===== config.mk =====
export PLATFORM = sky130hd
export DESIGN_NAME = sha512_ctrl
export DESIGN_NICKNAME = d
export VERILOG_FILES = /design/src/design/sha512_pkg.sv /design/src/design/sha512_ctrl.sv
export SDC_FILE = /design/constraint.sdc
export NUM_CORES = 1
export LEC_CHECK = 0
export ABC_CLOCK_PERIOD_IN_PS = 3050
export BUFFER_PORTS_ARGS = -buffer_cell sky130_fd_sc_hd__buf_2
export CAP_MARGIN = 20
export CORE_AREA = 2 2 42 44
export DETAILED_ROUTE_END_ITERATION = 16
export DIE_AREA = 0 0 44 46
export GPL_TIMING_DRIVEN = 0
export PLACE_DENSITY = 0.76
export SYNTH_ARGS = -nofsm -noshare
export SYNTH_HDL_FRONTEND = slang
export SYNTH_SLANG_ARGS = --single-unit

===== constraint.sdc =====
create_clock -name clk -period 3.05 [get_ports clk]
set_clock_uncertainty 0.2 [all_clocks]
set_input_delay 0.305 -clock clk [delete_from_list [all_inputs] [get_ports clk]]
set_output_delay 0.305 -clock clk [all_outputs]
set_load 0.02 [all_outputs]

===== src/design/sha512_pkg.sv =====
// Package for the SHA-512 hash engine: constants, controller states,
// command/status structs and the round functions. No dependencies.
package sha512_pkg;

  localparam int WordW = 64;
  localparam int BlockWords = 16;
  localparam int Rounds = 80;
  localparam int DigestWords = 8;
  localparam int LenW = 61;

  typedef enum logic [2:0] {
    ST_IDLE,
    ST_INIT,
    ST_ROUND,
    ST_FOLD,
    ST_PAD,
    ST_EMIT
  } ctrl_state_t;

  // Word-load selection for the block buffer.
  typedef enum logic [2:0] {
    LD_DATA,
    LD_PAD,
    LD_MARK,
    LD_ZERO,
    LD_LEN
  } load_sel_t;

  typedef struct packed {
    logic      load;       // write one word into the block buffer
    load_sel_t load_sel;
    logic      add_len;    // add the beat's byte count to the length
    logic      len_full;   // count the beat as eight bytes
    logic      init_vars;  // copy hash state into a..h
    logic      round;      // run one round
    logic      fold;       // add a..h into the hash state
    logic      restart;    // reload initial hash, clear length and position
  } dp_cmd_t;

  typedef struct packed {
    logic [3:0] word_pos;
    logic [6:0] round_idx;
  } dp_status_t;

  function automatic logic [WordW-1:0] init_h(input logic [2:0] i);
    case (i)
      3'd0: init_h = 64'h6a09e667f3bcc908;
      3'd1: init_h = 64'hbb67ae8584caa73b;
      3'd2: init_h = 64'h3c6ef372fe94f82b;
      3'd3: init_h = 64'ha54ff53a5f1d36f1;
      3'd4: init_h = 64'h510e527fade682d1;
      3'd5: init_h = 64'h9b05688c2b3e6c1f;
      3'd6: init_h = 64'h1f83d9abfb41bd6b;
      default: init_h = 64'h5be0cd19137e2179;
    endcase
  endfunction

  localparam logic [WordW-1:0] RCONST [Rounds] = '{
    64'h428a2f98d728ae22, 64'h7137449123ef65cd, 64'hb5c0fbcfec4d3b2f, 64'he9b5dba58189dbbc,
    64'h3956c25bf348b538, 64'h59f111f1b605d019, 64'h923f82a4af194f9b, 64'hab1c5ed5da6d8118,
    64'hd807aa98a3030242, 64'h12835b0145706fbe, 64'h243185be4ee4b28c, 64'h550c7dc3d5ffb4e2,
    64'h72be5d74f27b896f, 64'h80deb1fe3b1696b1, 64'h9bdc06a725c71235, 64'hc19bf174cf692694,
    64'he49b69c19ef14ad2, 64'hefbe4786384f25e3, 64'h0fc19dc68b8cd5b5, 64'h240ca1cc77ac9c65,
    64'h2de92c6f592b0275, 64'h4a7484aa6ea6e483, 64'h5cb0a9dcbd41fbd4, 64'h76f988da831153b5,
    64'h983e5152ee66dfab, 64'ha831c66d2db43210, 64'hb00327c898fb213f, 64'hbf597fc7beef0ee4,
    64'hc6e00bf33da88fc2, 64'hd5a79147930aa725, 64'h06ca6351e003826f, 64'h142929670a0e6e70,
    64'h27b70a8546d22ffc, 64'h2e1b21385c26c926, 64'h4d2c6dfc5ac42aed, 64'h53380d139d95b3df,
    64'h650a73548baf63de, 64'h766a0abb3c77b2a8, 64'h81c2c92e47edaee6, 64'h92722c851482353b,
    64'ha2bfe8a14cf10364, 64'ha81a664bbc423001, 64'hc24b8b70d0f89791, 64'hc76c51a30654be30,
    64'hd192e819d6ef5218, 64'hd69906245565a910, 64'hf40e35855771202a, 64'h106aa07032bbd1b8,
    64'h19a4c116b8d2d0c8, 64'h1e376c085141ab53, 64'h2748774cdf8eeb99, 64'h34b0bcb5e19b48a8,
    64'h391c0cb3c5c95a63, 64'h4ed8aa4ae3418acb, 64'h5b9cca4f7763e373, 64'h682e6ff3d6b2b8a3,
    64'h748f82ee5defb2fc, 64'h78a5636f43172f60, 64'h84c87814a1f0ab72, 64'h8cc702081a6439ec,
    64'h90befffa23631e28, 64'ha4506cebde82bde9, 64'hbef9a3f7b2c67915, 64'hc67178f2e372532b,
    64'hca273eceea26619c, 64'hd186b8c721c0c207, 64'heada7dd6cde0eb1e, 64'hf57d4f7fee6ed178,
    64'h06f067aa72176fba, 64'h0a637dc5a2c898a6, 64'h113f9804bef90dae, 64'h1b710b35131c471b,
    64'h28db77f523047d84, 64'h32caab7b40c72493, 64'h3c9ebe0a15c9bebc, 64'h431d67c49c100d4c,
    64'h4cc5d4becb3e42b6, 64'h597f299cfc657e2a, 64'h5fcb6fab3ad6faec, 64'h6c44198c4a475817
  };

  localparam logic [7:0] PAD_BYTE = 8'h80;

  function automatic logic [WordW-1:0] rotr(input logic [WordW-1:0] x, input int n);
    rotr = (x >> n) | (x << (WordW - n));
  endfunction

endpackage


===== src/design/sha512_ctrl.sv =====
// Controller of the SHA-512 engine: input handshake, block scheduling,
// padding sequence and digest output. Uses sha512_pkg.
module sha512_ctrl (
  input  logic                    clk,
  input  logic                    rst,
  input  logic                    in_valid,
  output logic                    in_ready,
  input  logic                    final_word,
  input  logic [3:0]              byte_count,
  output logic                    out_valid,
  input  logic                    out_ready,
  output logic [2:0]              digest_index,
  output logic                    digest_done,
  output sha512_pkg::dp_cmd_t     cmd,
  input  sha512_pkg::dp_status_t  status
);

  sha512_pkg::ctrl_state_t state, state_next;
  logic       padding, padding_next;   // message ended, filling pad words
  logic       full8, full8_next;       // final beat had 8 bytes: pad word pending
  logic       len_due, len_due_next;   // zero went into slot 14: length goes next
  logic [2:0] idx, idx_next;
  logic       accept;
  // Set when the length word went in: the block being compressed is the last.
  logic       last_block, last_block_next;

  assign accept = in_valid && in_ready;

  always_ff @(posedge clk) begin
    if (rst) begin
      state   <= sha512_pkg::ST_IDLE;
      padding <= 1'b0;
      full8   <= 1'b0;
      len_due <= 1'b0;
      idx     <= '0;
    end else begin
      state   <= state_next;
      padding <= padding_next;
      full8   <= full8_next;
      len_due <= len_due_next;
      idx     <= idx_next;
    end
  end

  always_comb begin
    state_next   = state;
    padding_next = padding;
    full8_next   = full8;
    len_due_next = len_due;
    idx_next     = idx;
    cmd          = '0;
    cmd.load_sel = sha512_pkg::LD_DATA;
    in_ready     = 1'b0;
    out_valid    = 1'b0;
    case (state)
      sha512_pkg::ST_IDLE: begin
        in_ready = 1'b1;
        if (accept) begin
          cmd.load    = 1'b1;
          cmd.add_len = 1'b1;
          if (final_word) begin
            padding_next = 1'b1;
            if (byte_count >= 4'd8) full8_next = 1'b1;
            else cmd.load_sel = sha512_pkg::LD_PAD;
          end else begin
            // non-final beats always count eight bytes
            cmd.len_full = 1'b1;
          end
          if (status.word_pos == 4'd15) state_next = sha512_pkg::ST_INIT;
          else if (final_word) state_next = sha512_pkg::ST_PAD;
        end
      end
      sha512_pkg::ST_PAD: begin
        cmd.load = 1'b1;
        if (full8) begin
          cmd.load_sel = sha512_pkg::LD_MARK;
          full8_next   = 1'b0;
        end else if (len_due) begin
          cmd.load_sel = sha512_pkg::LD_LEN;
          padding_next = 1'b0;
          len_due_next = 1'b0;
        end else begin
          cmd.load_sel = sha512_pkg::LD_ZERO;
          if (status.word_pos == 4'd14) len_due_next = 1'b1;
        end
        if (status.word_pos == 4'd15) state_next = sha512_pkg::ST_INIT;
      end
      sha512_pkg::ST_INIT: begin
        cmd.init_vars = 1'b1;
        state_next    = sha512_pkg::ST_ROUND;
      end
      sha512_pkg::ST_ROUND: begin
        cmd.round = 1'b1;
        if (status.round_idx == 7'(sha512_pkg::Rounds - 1)) state_next = sha512_pkg::ST_FOLD;
      end
      sha512_pkg::ST_FOLD: begin
        cmd.fold = 1'b1;
        if (full8 || padding) state_next = sha512_pkg::ST_PAD;
        else if (state_next == sha512_pkg::ST_FOLD && last_block) begin
          idx_next   = '0;
          state_next = sha512_pkg::ST_EMIT;
        end else state_next = sha512_pkg::ST_IDLE;
      end
      sha512_pkg::ST_EMIT: begin
        out_valid = 1'b1;
        if (out_ready) begin
          idx_next = idx + 3'd1;
          if (idx == 3'd7) begin
            cmd.restart = 1'b1;
            state_next  = sha512_pkg::ST_IDLE;
          end
        end
      end
      default: state_next = sha512_pkg::ST_IDLE;
    endcase
  end

  always_ff @(posedge clk) begin
    if (rst) last_block <= 1'b0;
    else     last_block <= last_block_next;
  end
  always_comb begin
    last_block_next = last_block;
    if (cmd.load && cmd.load_sel == sha512_pkg::LD_LEN) last_block_next = 1'b1;
    if (cmd.restart) last_block_next = 1'b0;
  end

  assign digest_index = idx;
  assign digest_done  = (idx == 3'd7);

  a_no_overlap: assert property (@(posedge clk) disable iff (rst)
    !(in_ready && out_valid)) else $error("input taken while digest pending");
  a_round_cmd: assert property (@(posedge clk) disable iff (rst)
    cmd.round |-> status.round_idx < 7'(sha512_pkg::Rounds)) else $error("round overrun");
  a_len_last: assert property (@(posedge clk) disable iff (rst)
    (cmd.load && cmd.load_sel == sha512_pkg::LD_LEN) |-> status.word_pos == 4'd15)
    else $error("length word misplaced");
  a_restart: assert property (@(posedge clk) disable iff (rst)
    cmd.restart |=> state == sha512_pkg::ST_IDLE && !last_block)
    else $error("restart did not return to idle");

endmodule


==> out/metrics.cfg, run 1 <==
[synthesis]
synthesis.area_um2 = 651
syn_area_per_cell_um2 = 8.79
synthCells = 74
synth_seq_cells = 10
synth.distinct_cells = 37
yosys_warnings = 0
synthArstFlopShare = 0
synth_edf_count = 0
yosys_most_used_dff = dfxtp_1
synthesis.nets = 96
seq_area_frac_synth = 0.308

[layout]
insertedDiodeCount = 0
syn_to_final_growth_pct = 33.5
final_core_util = 0.538
drive_gt1_frac = 0.436
fill_cells = 162
nNetsFinal = 133

[flow_run]
maxCapViolations = 0

[cts]
postCtsSetupRepairBufs = 0
holdBufCountCts = 0
clkTransAtPathRegs_ns = 0.07
cts_root_buf = clkbuf_4
cts_resized = 0
cts_max_path_buffers = 2
htreeDepth = 1
clock_sinks = 10
clk_latency_ns = 0.27
tritoncts = built
cts_buffers = 3

[floorplan]
ios = 36
die_x_um = 44
start_util = 0.403
row_count = 15
design.core.area_um2 = 1610
die_area_um2 = 2020
die_h_um = 46

[drt]
vias = 683
drt_wl_total_um = 1530
drt-pass1-iter-count = 2
drtIter0Drc = 11
drc = 0
via_per_inst = 5.38
wl_per_cell_um = 12.1
antenna_left = 0

[timing]
final_max_slew_viol_count = 0
fin_crit_sh = 0.715
worst_pin_slew_ns = 0.445
hold_viol_final = 0
rsz0062_at_grt = false
fin_crit_ns = 2.18
fmax_mhz = 459
fin_tns_setup_ns = 0
setup_violations = 0
setup_ws_ns = 0.870
timing.slew.headroom = 0.703

[worst_setup_path]
cp_slowest_cell = nor3_1
critPathArrivalTime_ns = 1.68
cpMostUsedCell = buf_2
max_stage_delay_ns = 0.32
required_ns = 2.54
crit_path_start_kind = register
path_cells = buf_2 -> nor3_1 -> and2_1 -> nand2_1 -> o22ai_1 -> buf_2
crit_type = reg2out
critPathMaxFanout = 10
cp-end-kind = primary output

[grt]
antenna_found_initial = 0
gr-usage-met2 = 0.291
grt_use_met3 = 0.0714
grt_pass1_wl_um = 2500
overflow = 0
gr-usage-all-layers = 0.175
grt_max_degree = 11
grt_busiest_layer = met2
grt_use_met1 = 0.191
grt_pass1_vias = 609

[pwr]
power.leakage_nw = 0.452
vdd_ir_drop_max_mv = 0.493
power_density_nw_per_um2 = 697
power_w = 0.000605

[run_status]
status = finished clean

[placement]
place_congestion = 0.727
post-place-ws_ns = 1.18
dpl.hpwl_um = 1220
io_buffer_count = 32

[worst_hold_path]
worstHoldPathType = in2reg

-- path summary, 6_finish.rpt --
check                  start       end  slack, ns  cells after the start
max                 state[0]    cmd[6]       0.87                      6
min               final_word   padding       0.13                      3
min reg2reg          padding   padding       0.30                      2
max reg2reg  digest_index[0]  state[0]       1.24                      6
-- sequential cells by signal, indices dropped and copies added, names as in the netlist --
signal,cells
digest_index,3
full8,1
last_block,1
len_due,1
padding,1
state,3
-- where the power goes --
group	total (W)	internal, W	switching, W
clock	0.000122	0.0000727	0.0000489
sequential	0.000164	0.000148	0.0000159
combinational	0.000320	0.000142	0.000177
total	0.000605	0.000363	0.000242
-- kinds of logic after synthesis --
family / Yosys count / share of synthesized area
flops: 10 / 0.308
buf+inv: 7 / 0.0558
mux: 3 / 0.0615
fa+ha+maj: 2 / 0.0385
compound gates: 20 / 0.238
simple gates: 32 / 0.298
-- per-stage QoR --
| step | hold slack (ns) | instances | instance area, µm² |
|---|---|---|---|
| 2_1_floorplan | 0.265 | 74 | 651 |
| 3_3_place_gp | 0.284 | 123 | 832 |
| 3_5_place_dp | 0.287 | 123 | 832 |
| 4_1_cts | 0.122 | 127 | 868 |
| 5_1_grt | 0.126 | 127 | 868 |
| 6_report | 0.130 | 127 | 868 |
-- critical path, delay by kind of cell, from the launching register on --
kind / cells / cell delay, ns
buffers and inverters: 2 / 0.34
flip-flops: 1 / 0.30
AO/OA/AOI/OAI: 1 / 0.12
AND/OR/NAND/NOR: 3 / 0.64
-- routing by layer --
layer | routed length (µm) | share of wire | up-vias
met5 | 0 | 0 | -
li1 | - | - | 349
met2 | 761 | 0.50 | 18
met3 | 109 | 0.071 | 4
met4 | 34 | 0.022 | 0
met1 | 628 | 0.41 | 312
-- cell type report --
class	instances	area, µm²	share of cell area
clock buffers	4	36.3	0.0418
repair buffers	32	160	0.184
multi-input cells	57	414	0.477
inverters	3	11.3	0.0130
flip-flops and latches	10	200	0.231
plain buffers	4	25.0	0.0288
well taps	17	21.3	0.0245
-- cell usage in the layout, fill, tap and decap left out, types with 2 or more instances in the layout --
| cell type | synthesis | layout |
|---|---|---|
| a211oi_1 | 2 | 2 |
| a21oi_1 | 3 | 3 |
| ha_1 | 2 | 2 |
| and3_1 | 2 | 2 |
| buf_2 | 2 | 34 |
| clkbuf_4 | 0 | 3 |
| nor3_1 | 4 | 4 |
| dfxtp_1 | 10 | 10 |
| and2_1 | 2 | 2 |
| nor2b_1 | 3 | 3 |
| nor2_1 | 8 | 8 |
| mux2_4 | 2 | 2 |
| inv_1 | 3 | 3 |
| nand2_1 | 3 | 3 |
| o21ai_0 | 2 | 2 |
| a31oi_1 | 3 | 3 |
| a22oi_1 | 2 | 2 |
-- synth_stat cells (2+ instances only) --
master,instances,area (µm²)
inv_1,3,11.3
dfxtp_1,10,200
mux2_4,2,30.0
buf_2,2,10.0
ha_1,2,25.0
a211oi_1,2,15.0
and2_1,2,12.5
and3_1,2,12.5
a21oi_1,3,15.0
a22oi_1,2,15.0
nand2_1,3,11.3
a31oi_1,3,18.8
nor2_1,8,30.0
o21ai_0,2,10.0
nor3_1,4,20.0
nor2b_1,3,18.8
(Power assumes the default switching activity.)
==> run 2: changes to the inputs <==
==> config.mk (replaced) <==
export PLATFORM = sky130hd
export DESIGN_NAME = sha512_ctrl
export DESIGN_NICKNAME = d
export VERILOG_FILES = /design/src/design/sha512_pkg.sv /design/src/design/sha512_ctrl.sv
export SDC_FILE = /design/constraint.sdc
export NUM_CORES = 1
export LEC_CHECK = 0
export ABC_CLOCK_PERIOD_IN_PS = 2200
export BUFFER_PORTS_ARGS = -buffer_cell sky130_fd_sc_hd__buf_2
export CAP_MARGIN = 20
export CORE_AREA = 2 2 43 45
export DETAILED_ROUTE_END_ITERATION = 16
export DIE_AREA = 0 0 45 47
export GPL_TIMING_DRIVEN = 0
export PLACE_DENSITY = 0.73
export SYNTH_ARGS = -nofsm -noshare
export SYNTH_HDL_FRONTEND = slang
export SYNTH_SLANG_ARGS = --single-unit
==> constraint.sdc (replaced) <==
create_clock -name clk -period 2.2 [get_ports clk]
set_clock_uncertainty 0.2 [all_clocks]
set_input_delay 0.22 -clock clk [delete_from_list [all_inputs] [get_ports clk]]
set_output_delay 0.22 -clock clk [all_outputs]
set_load 0.02 [all_outputs]
==> out/metrics.cfg, run 2 (same netlist as run 1, synthesis figures left out) <==
[run_status]
status = finished clean

[cts]
cts_resized = 0
cts_max_path_buffers = 2
cts_root_buf = clkbuf_4
clk_latency_ns = 0.28
holdBufCountCts = 0
cts_buffers = 3
clkTransAtPathRegs_ns = 0.08
postCtsSetupRepairBufs = 0
clock_sinks = 10
tritoncts = built
htreeDepth = 1

[grt]
grt_pass1_vias = 634
overflow = 0
antenna_found_initial = 0
gr-usage-all-layers = 0.157
grt_pass1_wl_um = 2460
grt_max_degree = 11

[pwr]
vdd_ir_drop_max_mv = 0.510
power_switching_w = 0.000341
swShare = 0.402
power.leakage_nw = 0.454
power_density_nw_per_um2 = 970
p_comb_frac = 0.524
p_int_w = 0.000506
p_seq_frac = 0.271
p_clk_frac = 0.205

[floorplan]
start_util = 0.394
die_h_um = 47
ios = 36
row_count = 15
design.core.area_um2 = 1650
die_area_um2 = 2120
die_x_um = 45

[timing]
hold_viol_final = 0
fmax_mhz = 480
final_max_slew_viol_count = 0
fin_crit_ns = 2.08
fin_crit_sh = 0.948
setup_violations = 0
fin_tns_setup_ns = 0
rsz0062_at_grt = false
worst_pin_slew_ns = 0.431
timing.slew.headroom = 0.713

[worst_setup_path]
critPathArrivalTime_ns = 1.66
crit_type = reg2out
reg2reg_from = digest_index[0]
rr_endpoint = state[2]
r2r_cells = 6
rrSetupSlack_ns = 0.39
cp-end-kind = primary output
crit_path_start_kind = register
required_ns = 1.78
critPathMaxFanout = 10

[drt]
antenna_left = 0
vias = 712
drtIter0Drc = 6
via_per_inst = 5.61
drc = 0
drt_wl_total_um = 1520
wl_per_cell_um = 12.0
drt-pass1-iter-count = 4

[layout]
fill_cells = 171
regArea_um2 = 200
drive_gt1_frac = 0.445
final_common_cell = buf_2
nNetsFinal = 133
multi_input_area_um2 = 419
final_cell_mix = buf_2, dfxtp_1, nor2_1
insertedDiodeCount = 0
final_core_util = 0.529
syn_to_final_growth_pct = 34.2

[worst_hold_path]
hp-start = final_word
worstHoldPathType = in2reg
hold_path_depth = 3
min_to = padding

[placement]
io_buffer_count = 32
dpl.hpwl_um = 1190
place_congestion = 0.722

[flow_run]
maxCapViolations = 0

run 2: changes by cell type in the layout (fill, tap and decap cells not counted):
cell and change:
nor3_2 +1, nor3_1 -1
run 2: how the worst max path moves through the flow:
| stage | slack, ns | to | depth (start not counted) | startpoint |
|---|---|---|---|---|
| 4_1_cts | 0.12 | cmd[6] | 4 | state[0] |
| 2_1_floorplan | 0.13 | cmd[6] | 5 | state[0] |
| 3_5_place_dp | 0.37 | state[0] | 6 | digest_index[0] |
| 6_report | 0.12 | cmd[6] | 4 | state[0] |
| 3_3_place_gp | 0.43 | state[0] | 6 | digest_index[0] |
| 5_1_grt | 0.04 | cmd[8] | 4 | state[0] |
run 2: routing by layer:
metal / routed length (µm) / track usage / vias to the layer above / share of wire
met4: 26 / 0.0706 / 0 / 0.017
li1: - / - / 348 / -
met1: 648 / 0.193 / 329 / 0.43
met3: 129 / 0.0269 / 5 / 0.085
met5: 0 / 0 / - / 0
met2: 718 / 0.269 / 30 / 0.47
run 2: power by group through the flow:
| stage | logic, W | registers (W) | clock network (W) |
|---|---|---|---|
| 4_1_cts | 0.000446 | 0.000229 | 0.000174 |
| 3_3_place_gp | 0.000438 | 0.000232 | 0 |
| 5_1_grt | 0.000481 | 0.000233 | 0.000182 |
| 2_1_floorplan | 0.000336 | 0.000227 | 0 |
| 3_5_place_dp | 0.000443 | 0.000233 | 0 |
| 6_report | 0.000444 | 0.000229 | 0.000174 |
run 2: metrics by stage:
stage               hold slack, ns  cells  total power [W]  setup WS [ns]  area (µm²)
floorplan                    0.180     74         0.000564          0.135         656
global placement             0.279    123         0.000670          0.432         837
detailed placement           0.284    123         0.000676          0.365         837
CTS                         0.0477    127         0.000849          0.118         873
global route                0.0683    127         0.000897         0.0379         873
finish                      0.0521    127         0.000847          0.115         873
run 2: critical path, cell delays in order, from the launching register on:
cell and delay [ns]:
dfxtp_1 0.31, buf_2 0.17, or4b_4 0.56, o22ai_1 0.16
buf_2 0.18
run 2: layout make-up:
| type | count | area share |
|---|---|---|
| Sequential cell | 10 | 0.229 |
| Tap cell | 17 | 0.0244 |
| Buffer | 4 | 0.0287 |
| Multi-Input combinational cell | 57 | 0.480 |
| Inverter | 3 | 0.0129 |
| Timing Repair Buffer | 32 | 0.183 |
| Clock buffer | 4 | 0.0415 |
==> run 3: changes to the inputs <==
==> config.mk (replaced) <==
export PLATFORM = sky130hd
export DESIGN_NAME = sha512_ctrl
export DESIGN_NICKNAME = d
export VERILOG_FILES = /design/src/design/sha512_pkg.sv /design/src/design/sha512_ctrl.sv
export SDC_FILE = /design/constraint.sdc
export NUM_CORES = 1
export LEC_CHECK = 0
export ABC_CLOCK_PERIOD_IN_PS = 2500
export BUFFER_PORTS_ARGS = -buffer_cell sky130_fd_sc_hd__buf_2
export CAP_MARGIN = 20
export CELL_PAD_IN_SITES_DETAIL_PLACEMENT = 1
export CELL_PAD_IN_SITES_GLOBAL_PLACEMENT = 1
export CORE_AREA = 2 2 49 51
export DETAILED_ROUTE_END_ITERATION = 16
export DIE_AREA = 0 0 51 53
export GPL_TIMING_DRIVEN = 0
export PLACE_DENSITY_LB_ADDON = 0.1
export SYNTH_ARGS = -nofsm -noshare
export SYNTH_HDL_FRONTEND = slang
export SYNTH_SLANG_ARGS = --single-unit
==> constraint.sdc (replaced) <==
create_clock -name clk -period 2.5 [get_ports clk]
set_clock_uncertainty 0.2 [all_clocks]
set_input_delay 0.25 -clock clk [delete_from_list [all_inputs] [get_ports clk]]
set_output_delay 0.25 -clock clk [all_outputs]
set_load 0.02 [all_outputs]
==> out/metrics.cfg, run 3 (same netlist as run 1, synthesis figures left out) <==
[floorplan]
row_count = 17
die_area_um2 = 2700
design.core.area_um2 = 2150
start_util = 0.303
die_x_um = 51
ios = 36
die_h_um = 53

[pwr]
power_density_nw_per_um2 = 857
vdd_ir_drop_max_mv = 0.341
power.leakage_nw = 0.452

[timing]
holdWs_ns = 0.0725
fin_crit_ns = 2.23
setup_violations = 0
fmax_mhz = 449
fin_crit_sh = 0.890
hold_viol_final = 0
rsz0062_at_grt = false
fin_tns_setup_ns = 0
worst_pin_slew_ns = 0.448
timing.slew.headroom = 0.701
final_max_slew_viol_count = 0

[worst_hold_path]
min_to = padding
worstHoldPathType = in2reg
hold_path_depth = 3
hp-start = final_word

[drt]
antenna_left = 0
drt-pass1-iter-count = 3
drt_wl_total_um = 1850
wl_per_cell_um = 13.4
vias = 709
via_per_inst = 5.14
drtIter0Drc = 2
drc = 0

[layout]
insertedDiodeCount = 0
final_common_cell = buf_2
nNetsFinal = 133
syn_to_final_growth_pct = 35.6
final_cell_mix = buf_2, dfxtp_1, nor2_1, nor3_1
drive_gt1_frac = 0.436

[cts]
cts_max_path_buffers = 2
cts_root_buf = clkbuf_4
clkTransAtPathRegs_ns = 0.08
htreeDepth = 1
holdBufCountCts = 0
cts_resized = 0
postCtsSetupRepairBufs = 0
cts_buffers = 3
tritoncts = built
clk_latency_ns = 0.28
clock_sinks = 10

[worst_setup_path]
required_ns = 2.05
path_cells = buf_2 -> nor3_1 -> and2_1 -> nand2_1 -> o22ai_1 -> buf_2
critPathArrivalTime_ns = 1.78
rrSetupSlack_ns = 0.69
rr_endpoint = state[2]
cp-end-kind = primary output
cp_slowest_cell = nor3_1
crit_path_start_kind = register
critPathTopFamily = simple AND/OR/NAND/NOR gates
r2r_cells = 6
reg2reg_from = digest_index[0]
cpMostUsedCell = buf_2
max_stage_delay_ns = 0.38
critPathMaxFanout = 10
crit_type = reg2out
path_buf_inv = 2

[flow_run]
maxCapViolations = 0

[placement]
dpl.hpwl_um = 1420
io_buffer_count = 32
place_congestion = 0.733

[grt]
gr-usage-all-layers = 0.155
antenna_found_initial = 0
grt_pass1_vias = 695
overflow = 0
grt_pass1_wl_um = 3070
grt_max_degree = 11

[run_status]
status = finished clean

[run 3: cell types whose count changed in the layout (fill, tap and decap cells not counted)]
cell    delta
nor3_1     +1
nor3_2     -1
[run 3: worst max path at each step]
stage / startpoint / end / cells after the start
finish: state[0] / cmd[6] / 6
global route: state[0] / cmd[6] / 6
CTS: state[0] / cmd[6] / 6
detailed placement: state[0] / cmd[6] / 6
global placement: state[0] / cmd[6] / 6
floorplan: state[0] / cmd[6] / 5
[run 3: worst reg2reg max path: stages, from the launching register on]
cell	delay, ns
dfxtp_1	0.37
ha_1	0.16
ha_1	0.18
nand2_1	0.07
a31oi_1	0.20
o221a_4	0.23
mux2_4	0.29
[run 3: per-layer routing]
metal  vias to the layer above  track usage  routed length, µm
met5                         -            0                  0
met3                         5       0.0339                100
met1                       330        0.186                865
li1                        352            -                  -
met4                         0       0.0946                 44
met2                        22        0.251                835
[run 3: stage by stage]
step                      std cells  worst slack (ns)  area, µm²  power, W   util
final                           138             0.274        882  0.000756  0.411
after global routing            138             0.177        882  0.000802  0.411
after CTS                       138             0.266        882  0.000765  0.411
after detailed placement        134             0.640        846  0.000601  0.394
after global placement          134             0.665        846  0.000594  0.394
after floorplan                  74             0.159        651  0.000491      -
[run 3: cell type report]
| cell class | instances | area (µm²) |
|---|---|---|
| Clock buffer | 4 | 36.3 |
| Tap cell | 28 | 35.0 |
| Inverter | 3 | 11.3 |
| Sequential cell | 10 | 200 |
| Fill cell | 274 | 1270 |
| Timing Repair Buffer | 32 | 160 |
| Multi-Input combinational cell | 57 | 414 |
| Buffer | 4 | 25.0 |
[run 3: power by group]
| part | internal (W) | total, W | switching [W] |
|---|---|---|---|
| Sequential | 0.000180 | 0.000203 | 0.0000224 |
| Combinational | 0.000174 | 0.000395 | 0.000221 |
| Clock | 0.0000887 | 0.000158 | 0.0000695 |
